[src/sv/eph_pkg.sv]
// ----------------------------------------------------------------------------
// Eulerian path package
// Shared widths, constants, result codes and memory control types.
// ----------------------------------------------------------------------------
package eph_pkg;

  localparam int VTX_W  = 7;
  localparam int EIDX_W = 6;
  localparam int DEG_W  = 6;

  localparam logic [EIDX_W-1:0] EMPTY_MARK   = 6'd63;
  localparam logic [VTX_W-1:0]  START_VERTEX = 7'd1;

  // Result status codes
  localparam logic [1:0] ST_PATH     = 2'd0;
  localparam logic [1:0] ST_DEGREE   = 2'd1;
  localparam logic [1:0] ST_UNREACH  = 2'd2;
  localparam logic [1:0] ST_BAD_EDGE = 2'd3;

  // One entry of the vertex store
  typedef struct packed {
    logic [EIDX_W-1:0] head;
    logic [DEG_W-1:0]  outd;
    logic [DEG_W-1:0]  ind;
  } vtx_entry_t;

  // Control strobes for the vertex store
  typedef struct packed {
    logic rd;
    logic wr;
    logic clr;
  } vtx_ctl_t;

endpackage

[src/sv/eph_if.sv]
// ----------------------------------------------------------------------------
// Eulerian path channel interfaces
// Valid/ready channels for edge items and path results.
// ----------------------------------------------------------------------------
interface eph_in_if import eph_pkg::*; ();
  logic             valid;
  logic             ready;
  logic [VTX_W-1:0] source_vertex;
  logic [VTX_W-1:0] dest_vertex;
  logic             last_edge;

  modport source (output valid, source_vertex, dest_vertex, last_edge, input ready);
  modport sink   (input valid, source_vertex, dest_vertex, last_edge, output ready);
endinterface

interface eph_out_if import eph_pkg::*; ();
  logic             valid;
  logic             ready;
  logic [VTX_W-1:0] vertex;
  logic             last;
  logic [1:0]       status;

  modport source (output valid, vertex, last, status, input ready);
  modport sink   (input valid, vertex, last, status, output ready);
endinterface

[src/sv/eph_ram.sv]
// ----------------------------------------------------------------------------
// Eulerian path generic RAM
// One write port and one read port with registered read data.
// ----------------------------------------------------------------------------
module eph_ram #(
  parameter int DEPTH = 32,
  parameter int WIDTH = 8,
  parameter int AW    = (DEPTH > 1) ? $clog2(DEPTH) : 1
) (
  input  logic             clk,
  input  logic             we,
  input  logic [AW-1:0]    waddr,
  input  logic [WIDTH-1:0] wdata,
  input  logic             re,
  input  logic [AW-1:0]    raddr,
  output logic [WIDTH-1:0] rdata
);

  logic [WIDTH-1:0] mem [DEPTH];

  // Write port.
  always_ff @(posedge clk) begin
    if (we) begin
      mem[waddr] <= wdata;
    end
  end

  // Read port with registered read data.
  always_ff @(posedge clk) begin
    if (re) begin
      rdata <= mem[raddr];
    end
  end

endmodule

[src/sv/eph_vtx_store.sv]
// ----------------------------------------------------------------------------
// Eulerian path vertex store
// Per-vertex list head and degree counts, with a valid bit per entry so that
// the whole store empties at once.
// ----------------------------------------------------------------------------
module eph_vtx_store import eph_pkg::*; #(
  parameter int DEPTH = 64,
  parameter int AW    = (DEPTH > 1) ? $clog2(DEPTH) : 1
) (
  input  logic       clk,
  input  logic       rst_n,
  input  vtx_ctl_t   ctl,
  input  logic [AW-1:0] rd_addr,
  input  logic [AW-1:0] wr_addr,
  input  vtx_entry_t wr_data,
  output vtx_entry_t rd_data
);

  vtx_entry_t        mem [DEPTH];
  logic [DEPTH-1:0]  vld_r;
  vtx_entry_t        rd_raw_r;
  logic              rd_vld_r;

  // Storage array.
  always_ff @(posedge clk) begin
    if (ctl.wr) begin
      mem[wr_addr] <= wr_data;
    end
  end

  // Valid bits: set on write, all cleared at once.
  always_ff @(posedge clk) begin
    if (!rst_n || ctl.clr) begin
      vld_r <= '0;
    end else if (ctl.wr) begin
      vld_r[wr_addr] <= 1'b1;
    end
  end

  // Registered read with the valid bit captured alongside.
  always_ff @(posedge clk) begin
    if (ctl.rd) begin
      rd_raw_r <= mem[rd_addr];
      rd_vld_r <= vld_r[rd_addr];
    end
  end

  // An entry never written reads as empty list and zero degrees.
  always_comb begin
    if (rd_vld_r) begin
      rd_data = rd_raw_r;
    end else begin
      rd_data.head = EMPTY_MARK;
      rd_data.outd = '0;
      rd_data.ind  = '0;
    end
  end

endmodule

[src/sv/eulerian_path_directed.sv]
// ----------------------------------------------------------------------------
// Directed Eulerian path engine
// Loads directed edges, checks degrees and walks Hierholzer's algorithm.
// ----------------------------------------------------------------------------
// Usage: edges arrive on in_ch one per transfer; the transfer with last_edge
// set starts the answer. cfg_we/cfg_wdata set vertex_count, the end vertex;
// the user must write it only while the block is idle (not enforced by the
// block). Results leave on out_ch: one transfer per path vertex from
// vertex 1 to the end vertex, or a single error transfer (vertex 0, last 1,
// non-zero status).
// Sequence: each edge is a read-modify-write of the tail entry, then of the
// head entry in the vertex store. The degree check reads every one of the
// MAX_VERTICES vertices. The walk reads the vertex, edge and stack memories
// through registered read ports; each path vertex is read from the path
// memory after the receiver takes the previous one.
// Reset empties the vertex store at once through per-vertex valid bits; no
// clearing pass is needed. While the receiver stalls, the result is held
// and no edge is taken. After the last result the graph is discarded.
// ----------------------------------------------------------------------------
module eulerian_path_directed import eph_pkg::*; #(
  parameter int MAX_VERTICES = 64,
  parameter int MAX_EDGES    = 32
) (
  input  logic             clk,
  input  logic             rst_n,
  input  logic             cfg_we,
  input  logic [VTX_W-1:0] cfg_wdata,
  eph_in_if.sink           in_ch,
  eph_out_if.source        out_ch
);

  localparam int VA_W  = (MAX_VERTICES > 1) ? $clog2(MAX_VERTICES) : 1;
  localparam int EA_W  = (MAX_EDGES > 1) ? $clog2(MAX_EDGES) : 1;
  localparam int CNT_W = $clog2(MAX_EDGES + 1);
  localparam int SP_W  = $clog2(MAX_EDGES + 2);
  localparam int PA_W  = $clog2(MAX_EDGES + 1);
  localparam int SP_MAX = MAX_EDGES + 1;

  typedef enum logic [15:0] {
    S_IDLE   = 16'h0001,
    S_L_RS   = 16'h0002,
    S_L_WS   = 16'h0004,
    S_L_RD   = 16'h0008,
    S_L_WD   = 16'h0010,
    S_CHK_RD = 16'h0020,
    S_CHK_EV = 16'h0040,
    S_W_RD   = 16'h0080,
    S_W_EV   = 16'h0100,
    S_W_ED   = 16'h0200,
    S_W_POP  = 16'h0400,
    S_W_END  = 16'h0800,
    S_O_RD   = 16'h1000,
    S_O_LD   = 16'h2000,
    S_O_WT   = 16'h4000,
    S_UNUSED = 16'h8000
  } state_t;

  state_t             state_r, state_nxt;
  logic [VTX_W-1:0]   vcount_r;
  logic [VTX_W-1:0]   src_r, src_nxt;
  logic [VTX_W-1:0]   dst_r, dst_nxt;
  logic               lastin_r, lastin_nxt;
  logic               fault_r, fault_nxt;
  logic [CNT_W-1:0]   edge_total_r, edge_total_nxt;
  logic [CNT_W-1:0]   taken_r, taken_nxt;
  logic [VTX_W-1:0]   chk_v_r, chk_v_nxt;
  logic [VTX_W-1:0]   top_r, top_nxt;
  logic [SP_W-1:0]    sp_r, sp_nxt;
  logic [SP_W-1:0]    plen_r, plen_nxt;
  logic [PA_W-1:0]    idx_r, idx_nxt;
  logic               out_valid_r, out_valid_nxt;
  logic [VTX_W-1:0]   out_vertex_r, out_vertex_nxt;
  logic               out_last_r, out_last_nxt;
  logic [1:0]         out_status_r, out_status_nxt;

  logic [VTX_W-1:0]   n_end;
  logic               in_fire, out_fire, bad_edge;
  logic               deg_ok;

  // Memory ports.
  vtx_ctl_t           vctl;
  logic [VA_W-1:0]    v_raddr, v_waddr;
  vtx_entry_t         v_wdata, v_rdata;
  logic               e_we, e_re;
  logic [EA_W-1:0]    e_waddr, e_raddr;
  logic [VTX_W+EIDX_W-1:0] e_wdata, e_rdata;
  logic               s_we, s_re;
  logic [PA_W-1:0]    s_waddr, s_raddr;
  logic [VTX_W-1:0]   s_wdata, s_rdata;
  logic               p_we, p_re;
  logic [PA_W-1:0]    p_waddr, p_raddr;
  logic [VTX_W-1:0]   p_rdata;

  eph_vtx_store #(.DEPTH(MAX_VERTICES)) u_vtx (
    .clk(clk), .rst_n(rst_n), .ctl(vctl), .rd_addr(v_raddr), .wr_addr(v_waddr),
    .wr_data(v_wdata), .rd_data(v_rdata)
  );

  eph_ram #(.DEPTH(MAX_EDGES), .WIDTH(VTX_W + EIDX_W)) u_edge (
    .clk(clk), .we(e_we), .waddr(e_waddr), .wdata(e_wdata),
    .re(e_re), .raddr(e_raddr), .rdata(e_rdata)
  );

  eph_ram #(.DEPTH(MAX_EDGES + 1), .WIDTH(VTX_W)) u_stack (
    .clk(clk), .we(s_we), .waddr(s_waddr), .wdata(s_wdata),
    .re(s_re), .raddr(s_raddr), .rdata(s_rdata)
  );

  eph_ram #(.DEPTH(MAX_EDGES + 1), .WIDTH(VTX_W)) u_path (
    .clk(clk), .we(p_we), .waddr(p_waddr), .wdata(top_r),
    .re(p_re), .raddr(p_raddr), .rdata(p_rdata)
  );

  // Saturated end vertex.
  always_comb begin
    if (vcount_r < 7'd2) begin
      n_end = 7'd2;
    end else if (vcount_r > VTX_W'(MAX_VERTICES)) begin
      n_end = VTX_W'(MAX_VERTICES);
    end else begin
      n_end = vcount_r;
    end
  end

  assign in_ch.ready   = (state_r == S_IDLE);
  assign in_fire       = in_ch.valid && in_ch.ready;
  assign out_fire      = out_valid_r && out_ch.ready;
  assign out_ch.valid  = out_valid_r;
  assign out_ch.vertex = out_vertex_r;
  assign out_ch.last   = out_last_r;
  assign out_ch.status = out_status_r;

  assign bad_edge = (in_ch.source_vertex == '0) || (in_ch.source_vertex > n_end) ||
                    (in_ch.dest_vertex == '0) || (in_ch.dest_vertex > n_end) ||
                    (edge_total_r >= CNT_W'(MAX_EDGES));

  // Degree condition for the vertex under check.
  always_comb begin
    if (chk_v_r == START_VERTEX) begin
      deg_ok = ({1'b0, v_rdata.outd} == ({1'b0, v_rdata.ind} + 7'd1));
    end else if (chk_v_r == n_end) begin
      deg_ok = ({1'b0, v_rdata.ind} == ({1'b0, v_rdata.outd} + 7'd1));
    end else begin
      deg_ok = (v_rdata.outd == v_rdata.ind);
    end
  end

  // Configuration register.
  always_ff @(posedge clk) begin
    if (!rst_n) begin
      vcount_r <= 7'd2;
    end else if (cfg_we) begin
      vcount_r <= cfg_wdata;
    end
  end

  // Sequencer and memory accesses.
  always_comb begin
    state_nxt      = state_r;
    src_nxt        = src_r;
    dst_nxt        = dst_r;
    lastin_nxt     = lastin_r;
    fault_nxt      = fault_r;
    edge_total_nxt = edge_total_r;
    taken_nxt      = taken_r;
    chk_v_nxt      = chk_v_r;
    top_nxt        = top_r;
    sp_nxt         = sp_r;
    plen_nxt       = plen_r;
    idx_nxt        = idx_r;
    out_valid_nxt  = out_valid_r;
    out_vertex_nxt = out_vertex_r;
    out_last_nxt   = out_last_r;
    out_status_nxt = out_status_r;

    vctl    = '0;
    v_raddr = '0;
    v_waddr = '0;
    v_wdata = v_rdata;
    e_we    = 1'b0;
    e_waddr = edge_total_r[EA_W-1:0];
    e_wdata = {dst_r, v_rdata.head};
    e_re    = 1'b0;
    e_raddr = v_rdata.head[EA_W-1:0];
    s_we    = 1'b0;
    s_waddr = PA_W'(sp_r - 1'b1);
    s_wdata = top_r;
    s_re    = 1'b0;
    s_raddr = PA_W'(sp_r - 2'd2);
    p_we    = 1'b0;
    p_waddr = PA_W'(plen_r);
    p_re    = 1'b0;
    p_raddr = idx_r;

    case (state_r)
      S_IDLE: begin
        if (in_fire) begin
          src_nxt    = in_ch.source_vertex;
          dst_nxt    = in_ch.dest_vertex;
          lastin_nxt = in_ch.last_edge;
          if (bad_edge) begin
            fault_nxt = 1'b1;
            if (in_ch.last_edge) begin
              out_valid_nxt  = 1'b1;
              out_vertex_nxt = '0;
              out_last_nxt   = 1'b1;
              out_status_nxt = ST_BAD_EDGE;
              state_nxt      = S_O_WT;
            end
          end else begin
            state_nxt = S_L_RS;
          end
        end
      end
      S_L_RS: begin
        vctl.rd   = 1'b1;
        v_raddr   = VA_W'(src_r - 1'b1);
        state_nxt = S_L_WS;
      end
      S_L_WS: begin
        // Tail entry: new edge becomes the list head.
        vctl.wr        = 1'b1;
        v_waddr        = VA_W'(src_r - 1'b1);
        v_wdata.head   = EIDX_W'(edge_total_r);
        v_wdata.outd   = v_rdata.outd + 1'b1;
        e_we           = 1'b1;
        edge_total_nxt = edge_total_r + 1'b1;
        state_nxt      = S_L_RD;
      end
      S_L_RD: begin
        vctl.rd   = 1'b1;
        v_raddr   = VA_W'(dst_r - 1'b1);
        state_nxt = S_L_WD;
      end
      S_L_WD: begin
        vctl.wr     = 1'b1;
        v_waddr     = VA_W'(dst_r - 1'b1);
        v_wdata.ind = v_rdata.ind + 1'b1;
        if (!lastin_r) begin
          state_nxt = S_IDLE;
        end else if (fault_r) begin
          out_valid_nxt  = 1'b1;
          out_vertex_nxt = '0;
          out_last_nxt   = 1'b1;
          out_status_nxt = ST_BAD_EDGE;
          state_nxt      = S_O_WT;
        end else begin
          chk_v_nxt = START_VERTEX;
          state_nxt = S_CHK_RD;
        end
      end
      S_CHK_RD: begin
        vctl.rd   = 1'b1;
        v_raddr   = VA_W'(chk_v_r - 1'b1);
        state_nxt = S_CHK_EV;
      end
      S_CHK_EV: begin
        if (!deg_ok) begin
          out_valid_nxt  = 1'b1;
          out_vertex_nxt = '0;
          out_last_nxt   = 1'b1;
          out_status_nxt = ST_DEGREE;
          state_nxt      = S_O_WT;
        end else if (chk_v_r == VTX_W'(MAX_VERTICES)) begin
          top_nxt   = START_VERTEX;
          sp_nxt    = SP_W'(1);
          plen_nxt  = '0;
          taken_nxt = '0;
          state_nxt = S_W_RD;
        end else begin
          chk_v_nxt = chk_v_r + 1'b1;
          state_nxt = S_CHK_RD;
        end
      end
      S_W_RD: begin
        vctl.rd   = 1'b1;
        v_raddr   = VA_W'(top_r - 1'b1);
        state_nxt = S_W_EV;
      end
      S_W_EV: begin
        if (v_rdata.head < EIDX_W'(MAX_EDGES)) begin
          // Follow the newest unused edge.
          e_re      = 1'b1;
          state_nxt = S_W_ED;
        end else begin
          // Dead end: record the vertex and backtrack.
          p_we     = 1'b1;
          plen_nxt = plen_r + 1'b1;
          if (sp_r == SP_W'(1)) begin
            sp_nxt    = '0;
            state_nxt = S_W_END;
          end else begin
            s_re      = 1'b1;
            sp_nxt    = sp_r - 1'b1;
            state_nxt = S_W_POP;
          end
        end
      end
      S_W_ED: begin
        vctl.wr      = 1'b1;
        v_waddr      = VA_W'(top_r - 1'b1);
        v_wdata.head = e_rdata[EIDX_W-1:0];
        s_we         = 1'b1;
        top_nxt      = e_rdata[VTX_W+EIDX_W-1:EIDX_W];
        sp_nxt       = sp_r + 1'b1;
        taken_nxt    = taken_r + 1'b1;
        state_nxt    = S_W_RD;
      end
      S_W_POP: begin
        top_nxt   = s_rdata;
        state_nxt = S_W_RD;
      end
      S_W_END: begin
        if (taken_r != edge_total_r) begin
          out_valid_nxt  = 1'b1;
          out_vertex_nxt = '0;
          out_last_nxt   = 1'b1;
          out_status_nxt = ST_UNREACH;
          state_nxt      = S_O_WT;
        end else begin
          idx_nxt   = PA_W'(plen_r - 1'b1);
          state_nxt = S_O_RD;
        end
      end
      S_O_RD: begin
        p_re      = 1'b1;
        state_nxt = S_O_LD;
      end
      S_O_LD: begin
        out_valid_nxt  = 1'b1;
        out_vertex_nxt = p_rdata;
        out_last_nxt   = (idx_r == '0);
        out_status_nxt = ST_PATH;
        state_nxt      = S_O_WT;
      end
      S_O_WT: begin
        if (out_fire) begin
          out_valid_nxt = 1'b0;
          if (out_last_r) begin
            // Discard the graph after the final transfer.
            vctl.clr       = 1'b1;
            edge_total_nxt = '0;
            fault_nxt      = 1'b0;
            taken_nxt      = '0;
            state_nxt      = S_IDLE;
          end else begin
            idx_nxt   = idx_r - 1'b1;
            state_nxt = S_O_RD;
          end
        end
      end
      default: begin
        state_nxt = S_IDLE;
      end
    endcase
  end

  // Control registers.
  always_ff @(posedge clk) begin
    if (!rst_n) begin
      state_r      <= S_IDLE;
      fault_r      <= 1'b0;
      edge_total_r <= '0;
      taken_r      <= '0;
      sp_r         <= '0;
      plen_r       <= '0;
      out_valid_r  <= 1'b0;
    end else begin
      state_r      <= state_nxt;
      fault_r      <= fault_nxt;
      edge_total_r <= edge_total_nxt;
      taken_r      <= taken_nxt;
      sp_r         <= sp_nxt;
      plen_r       <= plen_nxt;
      out_valid_r  <= out_valid_nxt;
    end
  end

  // Payload registers.
  always_ff @(posedge clk) begin
    src_r        <= src_nxt;
    dst_r        <= dst_nxt;
    lastin_r     <= lastin_nxt;
    chk_v_r      <= chk_v_nxt;
    top_r        <= top_nxt;
    idx_r        <= idx_nxt;
    out_vertex_r <= out_vertex_nxt;
    out_last_r   <= out_last_nxt;
    out_status_r <= out_status_nxt;
  end

`ifndef SYNTHESIS
  // No edge is taken while a result is pending.
  a_no_in_with_out: assert property (@(posedge clk) disable iff (!rst_n)
    in_ch.ready |-> !out_ch.valid) else $error("edge taken while result pending");

  // The walk stack never grows past MAX_EDGES plus one.
  a_sp_bound: assert property (@(posedge clk) disable iff (!rst_n)
    sp_r <= SP_W'(SP_MAX)) else $error("walk stack overflow");

  // No more edges are traversed than were stored.
  a_taken_bound: assert property (@(posedge clk) disable iff (!rst_n)
    taken_r <= edge_total_r) else $error("edges traversed exceed edges stored");

  // An error result is always a single final item with vertex zero.
  a_err_form: assert property (@(posedge clk) disable iff (!rst_n)
    (out_ch.valid && out_ch.status != ST_PATH) |-> (out_ch.last && out_ch.vertex == '0))
    else $error("malformed error result");
`endif

endmodule
[src/flat_wrapper.sv]
// flat-port wrapper written by rule: the top's interface ports become plain ports
module eulerian_path_directed_flat import eph_pkg::*;
#(
  parameter int MAX_VERTICES = 64,
  parameter int MAX_EDGES    = 32
)
  (clk, rst_n, cfg_we, cfg_wdata, in_ch_valid, in_ch_source_vertex, in_ch_dest_vertex, in_ch_last_edge, in_ch_ready, out_ch_valid, out_ch_vertex, out_ch_last, out_ch_status, out_ch_ready);
  eph_in_if in_ch_i ();
  eph_out_if out_ch_i ();
  input  logic clk;
  input  logic rst_n;
  input  logic cfg_we;
  input  logic [VTX_W-1:0] cfg_wdata;
  input wire logic [$bits(in_ch_i.valid)-1:0] in_ch_valid;
  input wire logic [$bits(in_ch_i.source_vertex)-1:0] in_ch_source_vertex;
  input wire logic [$bits(in_ch_i.dest_vertex)-1:0] in_ch_dest_vertex;
  input wire logic [$bits(in_ch_i.last_edge)-1:0] in_ch_last_edge;
  output wire logic [$bits(in_ch_i.ready)-1:0] in_ch_ready;
  output wire logic [$bits(out_ch_i.valid)-1:0] out_ch_valid;
  output wire logic [$bits(out_ch_i.vertex)-1:0] out_ch_vertex;
  output wire logic [$bits(out_ch_i.last)-1:0] out_ch_last;
  output wire logic [$bits(out_ch_i.status)-1:0] out_ch_status;
  input wire logic [$bits(out_ch_i.ready)-1:0] out_ch_ready;
  assign in_ch_i.valid = in_ch_valid;
  assign in_ch_i.source_vertex = in_ch_source_vertex;
  assign in_ch_i.dest_vertex = in_ch_dest_vertex;
  assign in_ch_i.last_edge = in_ch_last_edge;
  assign in_ch_ready = in_ch_i.ready;
  assign out_ch_valid = out_ch_i.valid;
  assign out_ch_vertex = out_ch_i.vertex;
  assign out_ch_last = out_ch_i.last;
  assign out_ch_status = out_ch_i.status;
  assign out_ch_i.ready = out_ch_ready;
  eulerian_path_directed #(.MAX_VERTICES(MAX_VERTICES), .MAX_EDGES(MAX_EDGES)) u_core (.clk(clk), .rst_n(rst_n), .cfg_we(cfg_we), .cfg_wdata(cfg_wdata), .in_ch(in_ch_i), .out_ch(out_ch_i));
endmodule
[config.mk]
export PLATFORM = sky130hd
export DESIGN_NAME = eulerian_path_directed_flat
export DESIGN_NICKNAME = d
export VERILOG_FILES = /design/src/sv/eph_pkg.sv /design/src/sv/eph_if.sv /design/src/sv/eph_ram.sv /design/src/sv/eph_vtx_store.sv /design/src/sv/eulerian_path_directed.sv /design/src/flat_wrapper.sv
export SDC_FILE = /design/constraint.sdc
export NUM_CORES = 2
export LEC_CHECK = 0
export BUFFER_PORTS_ARGS = -buffer_cell sky130_fd_sc_hd__buf_4
export CAP_MARGIN = 20
export CORE_ASPECT_RATIO = 1.4
export CORE_MARGIN = 10
export CORE_UTILIZATION = 30
export DETAILED_ROUTE_END_ITERATION = 8
export PLACE_DENSITY = 0.4
export SETUP_SLACK_MARGIN = 0.05
export SKIP_LAST_GASP = 1
export SLEW_MARGIN = 15
export SYNTH_ARGS = -nofsm -noshare
export SYNTH_HDL_FRONTEND = slang
export SYNTH_SLANG_ARGS = --single-unit
export TNS_END_PERCENT = 100
[constraint.sdc]
create_clock -name clk -period 13.4 [get_ports clk]
set_clock_uncertainty 0.05 [all_clocks]
set_input_delay 2.68 -clock clk [delete_from_list [all_inputs] [get_ports clk]]
set_output_delay 2.68 -clock clk [all_outputs]
set_load 0.1 [all_outputs]
==> results.py <==
metrics = {
    "placement": {
        "placed_cell_area_um2": 95800,
        "placed_cells_incl_taps": 9993,
        "pre_cts_ws_ns": 6.92,
        "hpwl_mm": 171,
        "port_buffers": 38,
        "place_congestion": 0.816,
    },
    "final_layout": {
        "final_core_util": 0.344,
        "fin_nets": 6325,
        "final_cells": 10410,
        "finalInstanceArea_um2": 103000,
        "area_delta_synth_final_pct": 14.3,
        "mostFrequentLayoutCells": "2120 x edfxtp_1, 1153 x nand2_1, 538 x nand3_1",
        "drive_gt1_frac": 0.147,
        "final_common_cell": "edfxtp_1",
    },
    "synthesis": {
        "yosysUniqueCellTypes": 85,
        "syn_area_um2": 90100,
        "synthArstFlopShare": 0,
        "ys_seq_area_frac": 0.732,
        "ys_seq_elements": 2232,
        "synth-edff-count": 2120,
        "ys_warn_count": 0,
        "synth_flop_cell": "edfxtp_1",
        "netlist_instances": 6220,
        "syn-mean-instance-area_um2": 14.5,
        "syn_nets": 6283,
    },
    "clock_network": {
        "htreeDepth": 4,
        "post-cts-setup-buffers": 0,
        "insertion_delay_ns": 0.89,
        "ctsHoldBuffers": 0,
        "cts_resized": 0,
        "cts_tree": "done",
        "cts_buffer_depth": 4,
        "clockRootBuffer": "clkbuf_16",
        "clk_pin_slew_ns": 0.06,
        "cts_sinks": 2232,
        "numCtsBuffers": 225,
    },
    "route": {
        "drt_iter0_drc": 4077,
        "totalWireLength_mm": 289,
        "postRouteAntennaNets": 0,
        "via_per_inst": 5.09,
        "wl_per_cell_um": 27.7,
        "first_pass_iters": 6,
        "drc": 0,
        "vias": 52942,
    },
    "worst_setup_path": {
        "crit_required_ns": 14.05,
        "critPathArrivalTime_ns": 7.10,
        "reg2reg_to": "u_core.u_vtx.rd_raw_r[17]",
        "critPathLaunch": "u_core.state_r[1]",
        "path_max_fanout": 146,
        "crit_path_frequent_cell": "nand2_1",
        "crit_path_top_delay_cell": "nor4_1",
        "end_kind": "flop",
        "regToRegSetupSlack_ns": 6.95,
        "reg2reg_depth": 12,
        "path_cells": "or4_1, nand3b_4, nor4_1, or2_4, buf_4, buf_12, nand2_1, nand3_1, a21oi_1, nor3_1, nand2_1, o21ai_1",
        "critical-path-top-delay-family": "simple AND/OR/NAND/NOR gates",
        "r2r_start": "u_core.state_r[1]",
        "critPathMaxStageDelay_ns": 0.94,
        "crit_path_start_kind": "flop",
        "critical_path_cell_count": 12,
        "worstSetupPathType": "flop to flop",
        "crit_end": "u_core.u_vtx.rd_raw_r[17]",
        "crit_buf_inv": 2,
    },
    "die": {
        "start_util": 0.301,
        "die_area_um2": 323000,
        "ioPinCount": 39,
        "die_w_um": 483,
        "die_h_um": 668,
        "fp-row-count": 238,
        "core_um2": 300000,
    },
    "timing": {
        "finalSetupViolations": 0,
        "maxSlewViolCount": 0,
        "rsz0062_at_grt": "false",
        "slew_headroom": 0.216,
        "max_clock_freq_ghz": 0.155,
        "setup_ws_ns": 6.95,
        "hold_violations": 0,
        "fin_setup_tns_ns": 0,
        "worst_pin_slew_ns": 1.17,
        "min_period_over_period": 0.481,
        "post-route-min-period_ns": 6.45,
    },
    "global_routing": {
        "grt_pass1_vias": 53818,
        "grt_overflow": 0,
        "grt_max_degree": 155,
        "grt_first_pass_wirelength_mm": 414,
        "grt_util_all_layers": 0.173,
        "antenna_found_initial": 12,
    },
    "power_and_ir_drop": {
        "worst_ir_drop_vdd_mv": 0.104,
        "p_leak_nw": 32.8,
        "powerDensity_nw_per_um2": 137,
    },
    "outcome": {
        "status": "finished clean",
    },
    "run": {
        "drv_cap": 0,
    },
    "min_path": {
        "hold_path_class": "flop to flop",
    },
}
[stage by stage]
stage | hold slack [ns] | total power [mW]
3_3_place_gp | 0.396 | 8.01
6_report | 0.416 | 14.1
3_5_place_dp | 0.403 | 8.01
5_1_grt | 0.429 | 14.5
2_1_floorplan | 0.383 | 7.88
4_1_cts | 0.417 | 14.3
[registers in the layout (all words and copies together) (netlist names), 2 cells and up]
| register | flops |
|---|---|
| u_core.chk_v_r | 7 |
| u_core.dst_r | 7 |
| u_core.edge_total_r | 6 |
| u_core.idx_r | 6 |
| u_core.out_ch.status | 2 |
| u_core.out_ch.vertex | 7 |
| u_core.p_waddr | 6 |
| u_core.s_wdata | 7 |
| u_core.sp_r | 6 |
| u_core.src_r | 6 |
| u_core.state_r | 15 |
| u_core.taken_r | 6 |
| u_core.u_edge.mem | 416 |
| u_core.u_edge.rdata | 13 |
| u_core.u_path.mem | 231 |
| u_core.u_path.rdata | 7 |
| u_core.u_stack.mem | 231 |
| u_core.u_stack.rdata | 7 |
| u_core.u_vtx.mem | 1152 |
| u_core.u_vtx.rd_raw_r | 18 |
| u_core.u_vtx.vld_r | 64 |
| u_core.vcount_r | 7 |
[cell families (layout without fill, tap and decap cells)]
| kind of cell | Yosys count | after routing | synth area share |
|---|---|---|---|
| and+or+nand+nor | 2340 | 2340 | 0.115 |
| DFF | 2232 | 2232 | 0.732 |
| AOI/OAI and AO/OA | 728 | 728 | 0.0525 |
| buffers and inverters | 424 | 647 | 0.0198 |
| muxes | 388 | 388 | 0.0686 |
| xor gates and xnor gates | 72 | 72 | 0.00700 |
| adders and majority gates | 36 | 36 | 0.00500 |
| other | 0 | 7 | 0 |
[worst reg2reg max path, delay by kind of cell, from the launching register on]
| family | cells | cell delay [ns] |
|---|---|---|
| AOI/OAI and AO/OA | 2 | 0.34 |
| buffers and inverters | 2 | 1.36 |
| DFF | 1 | 0.34 |
| and+or+nand+nor | 8 | 4.16 |
[Yosys cell counts, drive strengths merged (19+ instances only)]
cell / number / area share
edfxtp: 2120 / 0.71
nand2: 1157 / 0.048
nand3: 542 / 0.030
nor2: 292 / 0.012
a21oi: 257 / 0.014
clkbuf: 239 / 0.010
mux4: 174 / 0.044
buf: 151 / 0.0084
mux2i: 122 / 0.014
dfxtp: 112 / 0.025
nor3: 100 / 0.0056
o21ai: 100 / 0.0056
mux2: 92 / 0.012
a221oi: 87 / 0.0086
o21a: 71 / 0.0059
and3: 61 / 0.0042
a211oi: 47 / 0.0039
a31oi: 41 / 0.0028
xor2: 41 / 0.0040
ha: 36 / 0.0050
nand4: 35 / 0.0024
inv: 33 / 0.0014
xnor2: 31 / 0.0030
o22ai: 30 / 0.0022
nor4: 28 / 0.0023
and2: 22 / 0.0015
a311oi: 19 / 0.0018
or3: 19 / 0.0013
[layer usage]
layer | global-route usage | up-vias | share of wire
li1 | - | 23645 | -
met1 | 0.218 | 27666 | 0.42
met2 | 0.312 | 1213 | 0.51
met3 | 0.0204 | 418 | 0.039
met4 | 0.0529 | 0 | 0.032
met5 | 0 | - | 0
[layout make-up]
cell class	instances	area (um^2)
Sequential cell	2232	65900
Antenna cell	7	17.5
Tap cell	3960	4950
Clock inverter	106	943
Multi-Input combinational cell	3564	23200
Fill cell	29022	197000
Inverter	34	129
Timing Repair Buffer	205	1620
Clock buffer	302	6140
[how the worst min path moves through the flow]
stage	startpoint	endpoint	slack (ns)	cells past startpoint
final	u_core.u_vtx.vld_r[60]	u_core.u_vtx.vld_r[60]	0.42	1
after CTS	u_core.u_vtx.vld_r[6]	u_core.u_vtx.vld_r[6]	0.42	1
after floorplan	u_core.u_vtx.vld_r[48]	u_core.u_vtx.vld_r[48]	0.38	1
after detailed placement	u_core.u_vtx.vld_r[60]	u_core.u_vtx.vld_r[60]	0.40	1
after global placement	u_core.u_vtx.vld_r[6]	u_core.u_vtx.vld_r[6]	0.40	1
after global routing	u_core.u_vtx.vld_r[46]	u_core.u_vtx.vld_r[46]	0.43	1
[report_power, final]
group / switching [mW] / internal (mW)
combinational: 0.210 / 0.0648
sequential: 0.0121 / 7.57
clock: 2.74 / 3.51
Power figures use the tool's default switching activity.
